<file path="config.mk">
export PLATFORM = sky130hd
export DESIGN_NAME = network_traffic_generator_core
export DESIGN_NICKNAME = d
export VERILOG_FILES = /design/src/design/ntg_pkg.sv /design/src/design/network_traffic_generator_core.sv /design/src/design/ntg_front.sv /design/src/design/ntg_cmdq.sv /design/src/design/ntg_back.sv
export VERILOG_INCLUDE_DIRS = /design/src /design/src/design
export SDC_FILE = /design/constraint.sdc
export NUM_CORES = 2
export LEC_CHECK = 0
export BUFFER_PORTS_ARGS = -buffer_cell sky130_fd_sc_hd__buf_4
export CAP_MARGIN = 30
export CORE_MARGIN = 10
export CORE_UTILIZATION = 55
export DETAILED_ROUTE_END_ITERATION = 10
export HOLD_SLACK_MARGIN = 0.02
export PLACE_DENSITY = 0.8
export SYNTH_ARGS = -nofsm -noshare
export SYNTH_HDL_FRONTEND = slang
export SYNTH_HIERARCHICAL = 1
export SYNTH_SLANG_ARGS = --single-unit
</file>
<file path="constraint.sdc">
create_clock -name clk -period 12.9 [get_ports clk]
set_input_delay 2.58 -clock clk [delete_from_list [all_inputs] [get_ports clk]]
set_output_delay 2.58 -clock clk [all_outputs]
set_load 0.1 [all_outputs]
</file>
<file path="src/design/network_traffic_generator_core_defines.svh">
// ----------------------------------------------------------------------------
// Assertion macros for the network traffic generator core
// Shared concurrent-assertion forms, sampled on clk and muted during reset.
// ----------------------------------------------------------------------------
`ifndef NETWORK_TRAFFIC_GENERATOR_CORE_DEFINES_SVH
`define NETWORK_TRAFFIC_GENERATOR_CORE_DEFINES_SVH

// Check a consequence in the same cycle as its cause
`define NTG_ASSERT_SAME(lbl, ante, cons, msg) \
	lbl: assert property (@(posedge clk) disable iff (!arst_n) (ante) |-> (cons)) \
		else $error(msg);

// Check a consequence in the cycle after its cause
`define NTG_ASSERT_NEXT(lbl, ante, cons, msg) \
	lbl: assert property (@(posedge clk) disable iff (!arst_n) (ante) |=> (cons)) \
		else $error(msg);

`endif

</file>
<file path="src/design/ntg_pkg.sv">
// ----------------------------------------------------------------------------
// ntg_pkg
// Types, constants and codes shared by the traffic generator modules.
// ----------------------------------------------------------------------------
`default_nettype none

package ntg_pkg;

	// Sizing
	localparam int MAX_VALUES      = 19;
	localparam int ROUTER_COUNTERS = 16;
	localparam int NUM_CAND        = ROUTER_COUNTERS + 3;
	localparam int SLOT_W          = (MAX_VALUES > 1) ? $clog2(MAX_VALUES) : 1;
	localparam int RIDX_W          = (ROUTER_COUNTERS > 1) ? $clog2(ROUTER_COUNTERS) : 1;

	// Command queue and result queue
	localparam int CQ_DEPTH = 4;
	localparam int CQ_AW    = $clog2(CQ_DEPTH);
	localparam int CQ_CW    = $clog2(CQ_DEPTH + 1);
	localparam int OQ_DEPTH = 4;
	localparam int OQ_AW    = $clog2(OQ_DEPTH);
	localparam int OQ_CW    = $clog2(OQ_DEPTH + 1);

	// Fixed values
	localparam logic [31:0] ALL_ONES        = 32'hFFFF_FFFF;
	localparam logic [31:0] PAYLOAD_PATTERN = 32'hDEAD_BEEF;

	// Record mask positions of the local totals
	localparam int BIT_SENT    = 16;
	localparam int BIT_BLOCKED = 17;
	localparam int BIT_ARRIVED = 24;

	typedef enum logic [2:0] {
		OP_TICK       = 3'd0,
		OP_ARRIVED    = 3'd1,
		OP_CNT_UPDATE = 3'd2,
		OP_START_RUN  = 3'd3,
		OP_END_RUN    = 3'd4
	} opcode_t;

	typedef enum logic [2:0] {
		REG_RECORD_MASK       = 3'd0,
		REG_RECORD_INTERVAL   = 3'd1,
		REG_SEND_PROBABILITY  = 3'd2,
		REG_BURST_PERIOD      = 3'd3,
		REG_BURST_DUTY        = 3'd4,
		REG_BURST_PHASE_START = 3'd5,
		REG_PACKET_KEY        = 3'd6,
		REG_PAYLOAD_ENABLE    = 3'd7
	} cfg_reg_t;

	typedef struct packed {
		logic [2:0]  opcode;
		logic [31:0] random_word;
		logic        network_ready;
		logic [3:0]  counter_index;
		logic [31:0] counter_value;
	} in_item_t;

	typedef struct packed {
		logic        kind;
		logic [31:0] out_key;
		logic        has_payload;
		logic [31:0] payload_word;
		logic [31:0] delta_value;
		logic        last_of_run;
	} out_item_t;

	// Classified request handed from the front to the back
	typedef struct packed {
		opcode_t     opcode;
		logic        send_ok;
		logic        ready;
		logic [3:0]  counter_index;
		logic [31:0] counter_value;
	} cmd_t;

	typedef struct packed {
		logic [31:0] record_mask;
		logic [30:0] record_interval;
		logic [31:0] send_probability;
		logic [31:0] burst_period;
		logic [31:0] burst_duty;
		logic [31:0] packet_key;
		logic        payload_enable;
	} cfg_t;

endpackage

`default_nettype wire

</file>
<file path="src/design/network_traffic_generator_core.sv">
// ----------------------------------------------------------------------------
// network_traffic_generator_core
// Tick-driven packet generator with interval recording of counter deltas.
// ----------------------------------------------------------------------------
// Requests enter through a one-entry front stage and a four-entry queue, so
// push keeps flowing while the back is busy or results wait to be popped.
// The back executes one request at a time: it fetches a tick, arrival,
// counter update or run boundary from the queue, then executes it. A
// recording, and the silent sampling at start of run, then walks the
// selected counters (at most 19) one per cycle, stalling only while a
// delta to be emitted finds the result queue full.
// Results pass through a four-entry queue; a full result queue stalls the
// back, never the configuration port.
// ----------------------------------------------------------------------------
`default_nettype none

module network_traffic_generator_core (
	input  wire logic          clk,
	input  wire logic          arst_n,
	input  wire logic          push,
	output logic               full,
	input  ntg_pkg::in_item_t  command,
	output logic               empty,
	input  wire logic          pop,
	output ntg_pkg::out_item_t result,
	input  wire logic          cfg_write,
	input  wire logic [2:0]    cfg_index,
	input  wire logic [31:0]   cfg_data
);

	ntg_pkg::cfg_t  cfg_q;
	logic           phase_load;
	logic           cq_push;
	ntg_pkg::cmd_t  cq_wr_item;
	logic           cq_full;
	logic           cq_pop;
	ntg_pkg::cmd_t  cq_rd_item;
	logic           cq_empty;

	assign phase_load = cfg_write &&
		(ntg_pkg::cfg_reg_t'(cfg_index) == ntg_pkg::REG_BURST_PHASE_START);

	// Configuration registers
	always_ff @(posedge clk or negedge arst_n) begin
		if (!arst_n) begin
			cfg_q <= ntg_pkg::cfg_t'{
				record_mask:      32'd0,
				record_interval:  31'd0,
				send_probability: ntg_pkg::ALL_ONES,
				burst_period:     32'd0,
				burst_duty:       32'd0,
				packet_key:       32'd0,
				payload_enable:   1'b0
			};
		end else if (cfg_write) begin
			case (ntg_pkg::cfg_reg_t'(cfg_index))
				ntg_pkg::REG_RECORD_MASK:      cfg_q.record_mask      <= cfg_data;
				ntg_pkg::REG_RECORD_INTERVAL:  cfg_q.record_interval  <= cfg_data[30:0];
				ntg_pkg::REG_SEND_PROBABILITY: cfg_q.send_probability <= cfg_data;
				ntg_pkg::REG_BURST_PERIOD:     cfg_q.burst_period     <= cfg_data;
				ntg_pkg::REG_BURST_DUTY:       cfg_q.burst_duty       <= cfg_data;
				ntg_pkg::REG_PACKET_KEY:       cfg_q.packet_key       <= cfg_data;
				ntg_pkg::REG_PAYLOAD_ENABLE:   cfg_q.payload_enable   <= cfg_data[0];
				default: begin
				end
			endcase
		end
	end

	ntg_front u_front (
		.clk              (clk),
		.arst_n           (arst_n),
		.push             (push),
		.full             (full),
		.command          (command),
		.send_probability (cfg_q.send_probability),
		.cq_push          (cq_push),
		.cq_item          (cq_wr_item),
		.cq_full          (cq_full)
	);

	ntg_cmdq u_cmdq (
		.clk     (clk),
		.arst_n  (arst_n),
		.wr_en   (cq_push),
		.wr_item (cq_wr_item),
		.q_full  (cq_full),
		.rd_en   (cq_pop),
		.rd_item (cq_rd_item),
		.q_empty (cq_empty)
	);

	ntg_back u_back (
		.clk         (clk),
		.arst_n      (arst_n),
		.cfg         (cfg_q),
		.phase_load  (phase_load),
		.phase_value (cfg_data),
		.cq_item     (cq_rd_item),
		.cq_empty    (cq_empty),
		.cq_pop      (cq_pop),
		.empty       (empty),
		.pop         (pop),
		.result      (result)
	);

endmodule

`default_nettype wire

</file>
<file path="src/design/ntg_front.sv">
// ----------------------------------------------------------------------------
// ntg_front
// Accepts requests, drops ones with no effect, and evaluates the send chance.
// ----------------------------------------------------------------------------
`default_nettype none

module ntg_front (
	input  wire logic             clk,
	input  wire logic             arst_n,
	input  wire logic             push,
	output logic                  full,
	input  ntg_pkg::in_item_t     command,
	input  wire logic [31:0]      send_probability,
	output logic                  cq_push,
	output ntg_pkg::cmd_t         cq_item,
	input  wire logic             cq_full
);

	logic           valid_s1;
	ntg_pkg::cmd_t  cmd_s1;
	logic           accept;
	logic           keep;
	logic           idx_ok;
	ntg_pkg::cmd_t  cmd_new;

	// Classify the incoming request
	always_comb begin
		idx_ok = 5'(command.counter_index) < 5'(ntg_pkg::ROUTER_COUNTERS);
		case (ntg_pkg::opcode_t'(command.opcode))
			ntg_pkg::OP_TICK,
			ntg_pkg::OP_ARRIVED,
			ntg_pkg::OP_START_RUN,
			ntg_pkg::OP_END_RUN:   keep = 1'b1;
			ntg_pkg::OP_CNT_UPDATE: keep = idx_ok;
			default:               keep = 1'b0;
		endcase
		cmd_new.opcode        = ntg_pkg::opcode_t'(command.opcode);
		cmd_new.send_ok       = (send_probability == ntg_pkg::ALL_ONES) ||
		                        (command.random_word < send_probability);
		cmd_new.ready         = command.network_ready;
		cmd_new.counter_index = command.counter_index;
		cmd_new.counter_value = command.counter_value;
	end

	assign full    = valid_s1 & cq_full;
	assign accept  = push & ~full;
	assign cq_push = valid_s1 & ~cq_full;
	assign cq_item = cmd_s1;

	// Hold one classified request until the queue takes it
	always_ff @(posedge clk or negedge arst_n) begin
		if (!arst_n) begin
			valid_s1 <= 1'b0;
		end else if (accept) begin
			valid_s1 <= keep;
		end else if (cq_push) begin
			valid_s1 <= 1'b0;
		end
	end

	always_ff @(posedge clk) begin
		if (accept) begin
			cmd_s1 <= cmd_new;
		end
	end

endmodule

`default_nettype wire

</file>
<file path="src/design/ntg_cmdq.sv">
// ----------------------------------------------------------------------------
// ntg_cmdq
// Short request queue that decouples the front from the back.
// ----------------------------------------------------------------------------
`default_nettype none

module ntg_cmdq (
	input  wire logic      clk,
	input  wire logic      arst_n,
	input  wire logic      wr_en,
	input  ntg_pkg::cmd_t  wr_item,
	output logic           q_full,
	input  wire logic      rd_en,
	output ntg_pkg::cmd_t  rd_item,
	output logic           q_empty
);

	ntg_pkg::cmd_t                 mem_q [ntg_pkg::CQ_DEPTH];
	logic [ntg_pkg::CQ_AW-1:0]     wr_ptr_q;
	logic [ntg_pkg::CQ_AW-1:0]     rd_ptr_q;
	logic [ntg_pkg::CQ_CW-1:0]     count_q;
	logic                          do_wr;
	logic                          do_rd;

	assign q_full  = (count_q == ntg_pkg::CQ_CW'(ntg_pkg::CQ_DEPTH));
	assign q_empty = (count_q == '0);
	assign do_wr   = wr_en & ~q_full;
	assign do_rd   = rd_en & ~q_empty;
	assign rd_item = mem_q[rd_ptr_q];

	// Advance pointers and occupancy
	always_ff @(posedge clk or negedge arst_n) begin
		if (!arst_n) begin
			wr_ptr_q <= '0;
			rd_ptr_q <= '0;
			count_q  <= '0;
		end else begin
			if (do_wr) begin
				wr_ptr_q <= ntg_pkg::CQ_AW'(wr_ptr_q + 1'b1);
			end
			if (do_rd) begin
				rd_ptr_q <= ntg_pkg::CQ_AW'(rd_ptr_q + 1'b1);
			end
			if (do_wr && !do_rd) begin
				count_q <= ntg_pkg::CQ_CW'(count_q + 1'b1);
			end else if (do_rd && !do_wr) begin
				count_q <= ntg_pkg::CQ_CW'(count_q - 1'b1);
			end
		end
	end

	always_ff @(posedge clk) begin
		if (do_wr) begin
			mem_q[wr_ptr_q] <= wr_item;
		end
	end

endmodule

`default_nettype wire

</file>
<file path="src/design/ntg_back.sv">
// ----------------------------------------------------------------------------
// ntg_back
// Executes requests: send decision, counters, and the recording walk that
// emits one counter delta per cycle, while there is room, into a small result queue.
// ----------------------------------------------------------------------------
`default_nettype none

`include "network_traffic_generator_core_defines.svh"

module ntg_back (
	input  wire logic          clk,
	input  wire logic          arst_n,
	input  ntg_pkg::cfg_t      cfg,
	input  wire logic          phase_load,
	input  wire logic [31:0]   phase_value,
	input  ntg_pkg::cmd_t      cq_item,
	input  wire logic          cq_empty,
	output logic               cq_pop,
	output logic               empty,
	input  wire logic          pop,
	output ntg_pkg::out_item_t result
);

	typedef enum logic [2:0] {
		S_IDLE = 3'b001,
		S_EXEC = 3'b010,
		S_WALK = 3'b100
	} state_t;

	state_t                          state_q;
	ntg_pkg::cmd_t                   cur_q;
	logic [31:0]                     burst_phase_q;
	logic [31:0]                     interval_q;
	logic [31:0]                     sent_q;
	logic [31:0]                     blocked_q;
	logic [31:0]                     arrived_q;
	logic [31:0]                     shadow_q [ntg_pkg::ROUTER_COUNTERS];
	logic [31:0]                     prev_q [ntg_pkg::MAX_VALUES];
	logic [ntg_pkg::NUM_CAND-1:0]    pending_q;
	logic [ntg_pkg::SLOT_W-1:0]      slot_q;
	logic                            emit_q;

	ntg_pkg::out_item_t              oq_mem_q [ntg_pkg::OQ_DEPTH];
	logic [ntg_pkg::OQ_AW-1:0]       oq_wr_q;
	logic [ntg_pkg::OQ_AW-1:0]       oq_rd_q;
	logic [ntg_pkg::OQ_CW-1:0]       oq_cnt_q;

	logic [ntg_pkg::NUM_CAND-1:0]    sel;
	logic [31:0]                     cand_val [ntg_pkg::NUM_CAND];
	logic [ntg_pkg::NUM_CAND-1:0]    low1;
	logic [ntg_pkg::NUM_CAND-1:0]    pending_nxt;
	logic [31:0]                     walk_val;
	logic                            walk_done;

	logic                            burst_on;
	logic                            allowed;
	logic [31:0]                     phase_inc;
	logic [31:0]                     phase_nxt;
	logic                            fire;
	logic                            pkt;
	logic                            interval_on;
	logic [31:0]                     ic_inc;
	logic                            rec_now;
	logic                            is_tick;

	logic                            oq_full;
	logic                            oq_pop;
	logic                            oq_push;
	ntg_pkg::out_item_t              push_item;
	logic                            do_exec;
	logic                            do_walk;

	// Candidate counters in mask order: router counters, sent, blocked, arrived
	always_comb begin
		sel = {cfg.record_mask[ntg_pkg::BIT_ARRIVED], cfg.record_mask[ntg_pkg::BIT_BLOCKED],
		       cfg.record_mask[ntg_pkg::BIT_SENT],
		       cfg.record_mask[ntg_pkg::ROUTER_COUNTERS-1:0]};
		for (int i = 0; i < ntg_pkg::ROUTER_COUNTERS; i++) begin
			cand_val[i] = shadow_q[i];
		end
		cand_val[ntg_pkg::ROUTER_COUNTERS]     = sent_q;
		cand_val[ntg_pkg::ROUTER_COUNTERS + 1] = blocked_q;
		cand_val[ntg_pkg::ROUTER_COUNTERS + 2] = arrived_q;
	end

	// Pick the lowest pending counter and flag the end of the recording
	always_comb begin
		low1        = pending_q & ntg_pkg::NUM_CAND'(~pending_q + 1'b1);
		pending_nxt = pending_q & ~low1;
		walk_val    = '0;
		for (int i = 0; i < ntg_pkg::NUM_CAND; i++) begin
			if (low1[i]) begin
				walk_val = walk_val | cand_val[i];
			end
		end
		walk_done = (pending_nxt == '0) ||
		            (slot_q == ntg_pkg::SLOT_W'(ntg_pkg::MAX_VALUES - 1));
	end

	// Tick decision: burst window, send chance, recording interval
	always_comb begin
		burst_on    = (cfg.burst_period != '0);
		allowed     = !burst_on || (burst_phase_q < cfg.burst_duty);
		phase_inc   = burst_phase_q + 32'd1;
		phase_nxt   = burst_phase_q;
		if (burst_on) begin
			phase_nxt = (phase_inc >= cfg.burst_period) ? 32'd0 : phase_inc;
		end
		fire        = allowed & cur_q.send_ok;
		pkt         = fire & cur_q.ready;
		interval_on = (cfg.record_interval != '0);
		ic_inc      = interval_q + 32'd1;
		rec_now     = interval_on && (ic_inc >= {1'b0, cfg.record_interval});
		is_tick     = (cur_q.opcode == ntg_pkg::OP_TICK);
	end

	// Result queue handshake and the stall conditions of the back
	assign oq_full = (oq_cnt_q == ntg_pkg::OQ_CW'(ntg_pkg::OQ_DEPTH));
	assign empty   = (oq_cnt_q == '0);
	assign oq_pop  = pop & ~empty;
	assign result  = oq_mem_q[oq_rd_q];
	assign cq_pop  = (state_q == S_IDLE) & ~cq_empty;
	assign do_exec = (state_q == S_EXEC) & ~(is_tick & pkt & oq_full);
	assign do_walk = (state_q == S_WALK) & (pending_q != '0) & ~(emit_q & oq_full);
	assign oq_push = (do_exec & is_tick & pkt) | (do_walk & emit_q);

	always_comb begin
		push_item = '0;
		if (state_q == S_WALK) begin
			push_item.kind        = 1'b1;
			push_item.delta_value = walk_val - prev_q[slot_q];
			push_item.last_of_run = walk_done;
		end else begin
			push_item.kind         = 1'b0;
			push_item.out_key      = cfg.packet_key;
			push_item.has_payload  = cfg.payload_enable;
			push_item.payload_word = cfg.payload_enable ? ntg_pkg::PAYLOAD_PATTERN : 32'd0;
		end
	end

	// Sequence requests and update the counters
	always_ff @(posedge clk or negedge arst_n) begin
		if (!arst_n) begin
			state_q       <= S_IDLE;
			burst_phase_q <= '0;
			interval_q    <= '0;
			sent_q        <= '0;
			blocked_q     <= '0;
			arrived_q     <= '0;
			pending_q     <= '0;
			slot_q        <= '0;
			emit_q        <= 1'b0;
			for (int i = 0; i < ntg_pkg::ROUTER_COUNTERS; i++) begin
				shadow_q[i] <= '0;
			end
			for (int i = 0; i < ntg_pkg::MAX_VALUES; i++) begin
				prev_q[i] <= '0;
			end
		end else begin
			if (phase_load) begin
				burst_phase_q <= phase_value;
			end
			case (state_q)
				S_IDLE: begin
					if (cq_pop) begin
						state_q <= S_EXEC;
					end
				end
				S_EXEC: begin
					if (do_exec) begin
						state_q   <= S_IDLE;
						pending_q <= sel;
						slot_q    <= '0;
						case (cur_q.opcode)
							ntg_pkg::OP_TICK: begin
								burst_phase_q <= phase_nxt;
								if (fire && cur_q.ready) begin
									sent_q <= sent_q + 32'd1;
								end else if (fire) begin
									blocked_q <= blocked_q + 32'd1;
								end
								if (interval_on) begin
									interval_q <= rec_now ? 32'd0 : ic_inc;
								end
								if (rec_now) begin
									emit_q  <= 1'b1;
									state_q <= S_WALK;
								end
							end
							ntg_pkg::OP_ARRIVED: begin
								arrived_q <= arrived_q + 32'd1;
							end
							ntg_pkg::OP_CNT_UPDATE: begin
								shadow_q[cur_q.counter_index[ntg_pkg::RIDX_W-1:0]] <=
									cur_q.counter_value;
							end
							ntg_pkg::OP_START_RUN: begin
								interval_q <= '0;
								emit_q     <= 1'b0;
								state_q    <= S_WALK;
							end
							ntg_pkg::OP_END_RUN: begin
								if (!interval_on) begin
									emit_q  <= 1'b1;
									state_q <= S_WALK;
								end
							end
							default: begin
								state_q <= S_IDLE;
							end
						endcase
					end
				end
				S_WALK: begin
					if (pending_q == '0) begin
						state_q <= S_IDLE;
					end else if (do_walk) begin
						prev_q[slot_q] <= walk_val;
						slot_q         <= ntg_pkg::SLOT_W'(slot_q + 1'b1);
						pending_q      <= pending_nxt;
						if (walk_done) begin
							state_q <= S_IDLE;
						end
					end
				end
				default: begin
					state_q <= S_IDLE;
				end
			endcase
		end
	end

	// Capture the request being executed
	always_ff @(posedge clk) begin
		if (cq_pop) begin
			cur_q <= cq_item;
		end
	end

	// Result queue pointers
	always_ff @(posedge clk or negedge arst_n) begin
		if (!arst_n) begin
			oq_wr_q  <= '0;
			oq_rd_q  <= '0;
			oq_cnt_q <= '0;
		end else begin
			if (oq_push) begin
				oq_wr_q <= ntg_pkg::OQ_AW'(oq_wr_q + 1'b1);
			end
			if (oq_pop) begin
				oq_rd_q <= ntg_pkg::OQ_AW'(oq_rd_q + 1'b1);
			end
			if (oq_push && !oq_pop) begin
				oq_cnt_q <= ntg_pkg::OQ_CW'(oq_cnt_q + 1'b1);
			end else if (oq_pop && !oq_push) begin
				oq_cnt_q <= ntg_pkg::OQ_CW'(oq_cnt_q - 1'b1);
			end
		end
	end

	always_ff @(posedge clk) begin
		if (oq_push) begin
			oq_mem_q[oq_wr_q] <= push_item;
		end
	end

	`NTG_ASSERT_SAME(a_oq_room, oq_push, !oq_full, "result pushed into a full queue")
	`NTG_ASSERT_SAME(a_slot_range, state_q == S_WALK,
		slot_q <= ntg_pkg::SLOT_W'(ntg_pkg::MAX_VALUES - 1), "sample slot out of range")
	`NTG_ASSERT_NEXT(a_last_ends, oq_push && push_item.kind && push_item.last_of_run,
		state_q == S_IDLE, "walk continued after the last delta")

endmodule

`default_nettype wire

</file>
==> results.yml <==
outcome:
  status: "finished clean"
final_layout:
  stdcell_count: 9458
  design_area_mm2: 0.09990
  layout-drive-gt1-share_pct: 22.55
  nets: 7412
  area_growth_pct: 10.75
clocking:
  clock_latency_ps: 840
  clkTransAtPathRegs_ps: 60
  cts_resized: 0
  numCtsBuffers: 187
  cts_post_setup_buffers_inserted: 0
  hold_buffers: 0
  clockRootBuffer: "clkbuf_16"
  tritoncts: "built"
  cts.sinks: 2016
  clockBufferDepth: 3
  ctsHtreeMaxLevel: 4
routing:
  totalWireLength_um: 230600
  drtIter0Drc: 6859
  drc: 0
  wl_per_cell_um: 24.38
  dr.pass1.iters: 7
  drtAntennaViolNets: 0
  viasPerCell: 6.329
  vias: 59860
power_and_ir_drop:
  netSwitchingFraction_pct: 35.59
  p_sw_uw: 7063
  leakagePower_uw: 0.04278
  totalPowerFinal_uw: 19850
  p_seq_share_pct: 42.0
  internal_power_uw: 12780
  power_frac_clock_pct: 27.9
  power_frac_comb_pct: 30.1
  power_density_mw_per_mm2: 198.7
  vdd_drop_max_v: 0.0003974
setup_path:
  path_class: "reg -> reg"
  cp-start-kind: "flip-flop"
  worstPathArrival_ps: 7000
  worstPathMaxFanout: 72
  end_kind: "flip-flop"
  worst_r2r_path_depth: 20
  crit_required_ps: 13450
grt:
  gr-total-overflow: 0
  antenna_found_initial: 11
  grt_max_degree: 181
  grtUsageTotal_pct: 25.16
  grt_pass1_wl_um: 359000
  grt_pass1_vias: 61566
placement:
  gp_congestion: 0.9036
  place_area_mm2: 0.09354
  dp_cells: 9099
  hpwl_um: 142800
  portBuffers: 204
hold_path:
  whs_path_depth: 2
  min_path_type: "reg -> reg"
floorplan:
  row_count: 148
  initial_core_util_pct: 55.36
  die-area_mm2: 0.1806
  die_width_um: 425.0
  fp.dieH_um: 425.0
  core_mm2: 0.1630
  ios: 213
timing:
  finalCritPeriodShare_pct: 50.05
  finalSetupTns_ps: 0
  rsz0062_at_grt: "false"
  fin_crit_ps: 6457
  tightest_slew_ps: 1117
  finalSetupViolCount: 0
  hold_violations: 0
  drv_slew: 0
  worst_clock_skew_ps: 31.04
  max_freq_mhz: 154.9
  slew_headroom_pct: 25.09
synthesis:
  synth_area_per_cell_um2: 12.65
  synthCells: 7129
  yosysWarnings: 6
  netlist_area_mm2: 0.09021
job:
  drv_cap: 0
metrics by stage:
| stage | hold WS [ps] | utilization (%) | setup WS (ps) |
|---|---|---|---|
| finish | 476.6 | 61.31 | 6443 |
| global route | 491.8 | 61.30 | 5980 |
| CTS | 478.6 | 61.18 | 6590 |
| detailed placement | 458.8 | 57.40 | 6597 |
| global placement | 455.8 | 57.24 | 6740 |
| floorplan | 434.8 | - | 6120 |
layout make-up:
cell class | instances | area (um2)
Fill cell | 11764 | 63060
Sequential cell | 2016 | 53080
Multi-Input combinational cell | 4381 | 34290
Clock buffer | 269 | 5383
Timing Repair Buffer | 331 | 2873
Tap cell | 2175 | 2721
Clock inverter | 80 | 780.7
Inverter | 203 | 762.0
Antenna cell | 3 | 7.507
flip-flops by register name (all words and copies together), names as in the netlist:
name                  cells
cfg_q                   179
u_back/arrived_q         32
u_back/blocked_q         32
u_back/burst_phase_q     32
u_back/cand_val         512
u_back/cur_q             41
u_back/emit_q             1
u_back/interval_q        32
u_back/oq_cnt_q           3
u_back/oq_mem_q         268
u_back/oq_rd_q            2
u_back/oq_wr_q            2
u_back/pending_q         19
u_back/prev_q           608
u_back/sent_q            32
u_back/slot_q             5
u_back/state_q            3
u_cmdq/count_q            3
u_cmdq/mem_q            164
u_cmdq/rd_ptr_q           2
u_cmdq/wr_ptr_q           2
u_front/cq_item          41
u_front/valid_s1          1
cells in the final DEF, fill, tap and decap left out, types with 32 or more instances in the layout:
cell       instances
dfrtp_1         1461
inv_1            203
clkbuf_8          32
mux4_2           240
a22oi_1          139
nand3_1           92
a221o_1           58
ha_1             177
nor4_1            34
o21ai_0          712
a21oi_1           68
a22o_1            58
clkbuf_16        191
nor3_1            32
nand4_1           89
nor2_1           218
clkbuf_1          44
nand2_1          914
buf_4            307
a211oi_1          49
a222oi_1          32
xnor2_1          131
a21o_1            64
mux2_2           647
and2_1            50
dfstp_2           33
and3_1            98
mux2_1            52
xor2_1            56
edfxtp_1         514
mux2i_1           32
power groups by stage:
stage | registers (uW) | clock network (uW) | logic (uW)
after global placement | 8350 | 0 | 5680
after CTS | 8310 | 5600 | 5910
after global routing | 8440 | 5860 | 6370
final | 8340 | 5530 | 5980
after detailed placement | 8410 | 0 | 5860
after floorplan | 8010 | 0 | 4570
worst max-delay path, stage by stage, from the launching register on:
cell	delay [ps]
dfrtp_2	350
buf_4	640
nor4_4	170
and3_1	240
buf_4	280
a221o_1	370
a211oi_1	480
nand4_1	200
nor2_1	190
and3_1	660
inv_1	140
ha_1	450
nand2_1	110
o21a_1	240
o221ai_1	220
a22oi_1	160
a21oi_1	530
a221oi_1	250
o21bai_1	230
xnor2_1	140
nor2_1	90
path summary, 6_finish.rpt:
| kind | end | slack [ps] | start |
|---|---|---|---|
| setup / recovery | u_back/oq_mem_q[0][29] | 6440 | u_back/pending_q[0] |
| hold / removal | u_back/prev_q[154] | 480 | u_back/prev_q[154] |
| setup reg to reg | u_back/oq_mem_q[0][29] | 6440 | u_back/pending_q[0] |
| hold reg to reg | u_back/prev_q[154] | 480 | u_back/prev_q[154] |
| max in group asynchronous | u_back/prev_q[564] | 8350 | arst_n |
| min in group asynchronous | cfg_q[29] | 1700 | arst_n |
routing by layer:
metal | global-route usage [%] | share of wire [%]
met5 | 0 | 0.0056
met4 | 9.038 | 3.3
met1 | 33.92 | 40
met3 | 5.116 | 8.8
met2 | 40.63 | 48
No activity file was read; power rests on OpenSTA's default activity.
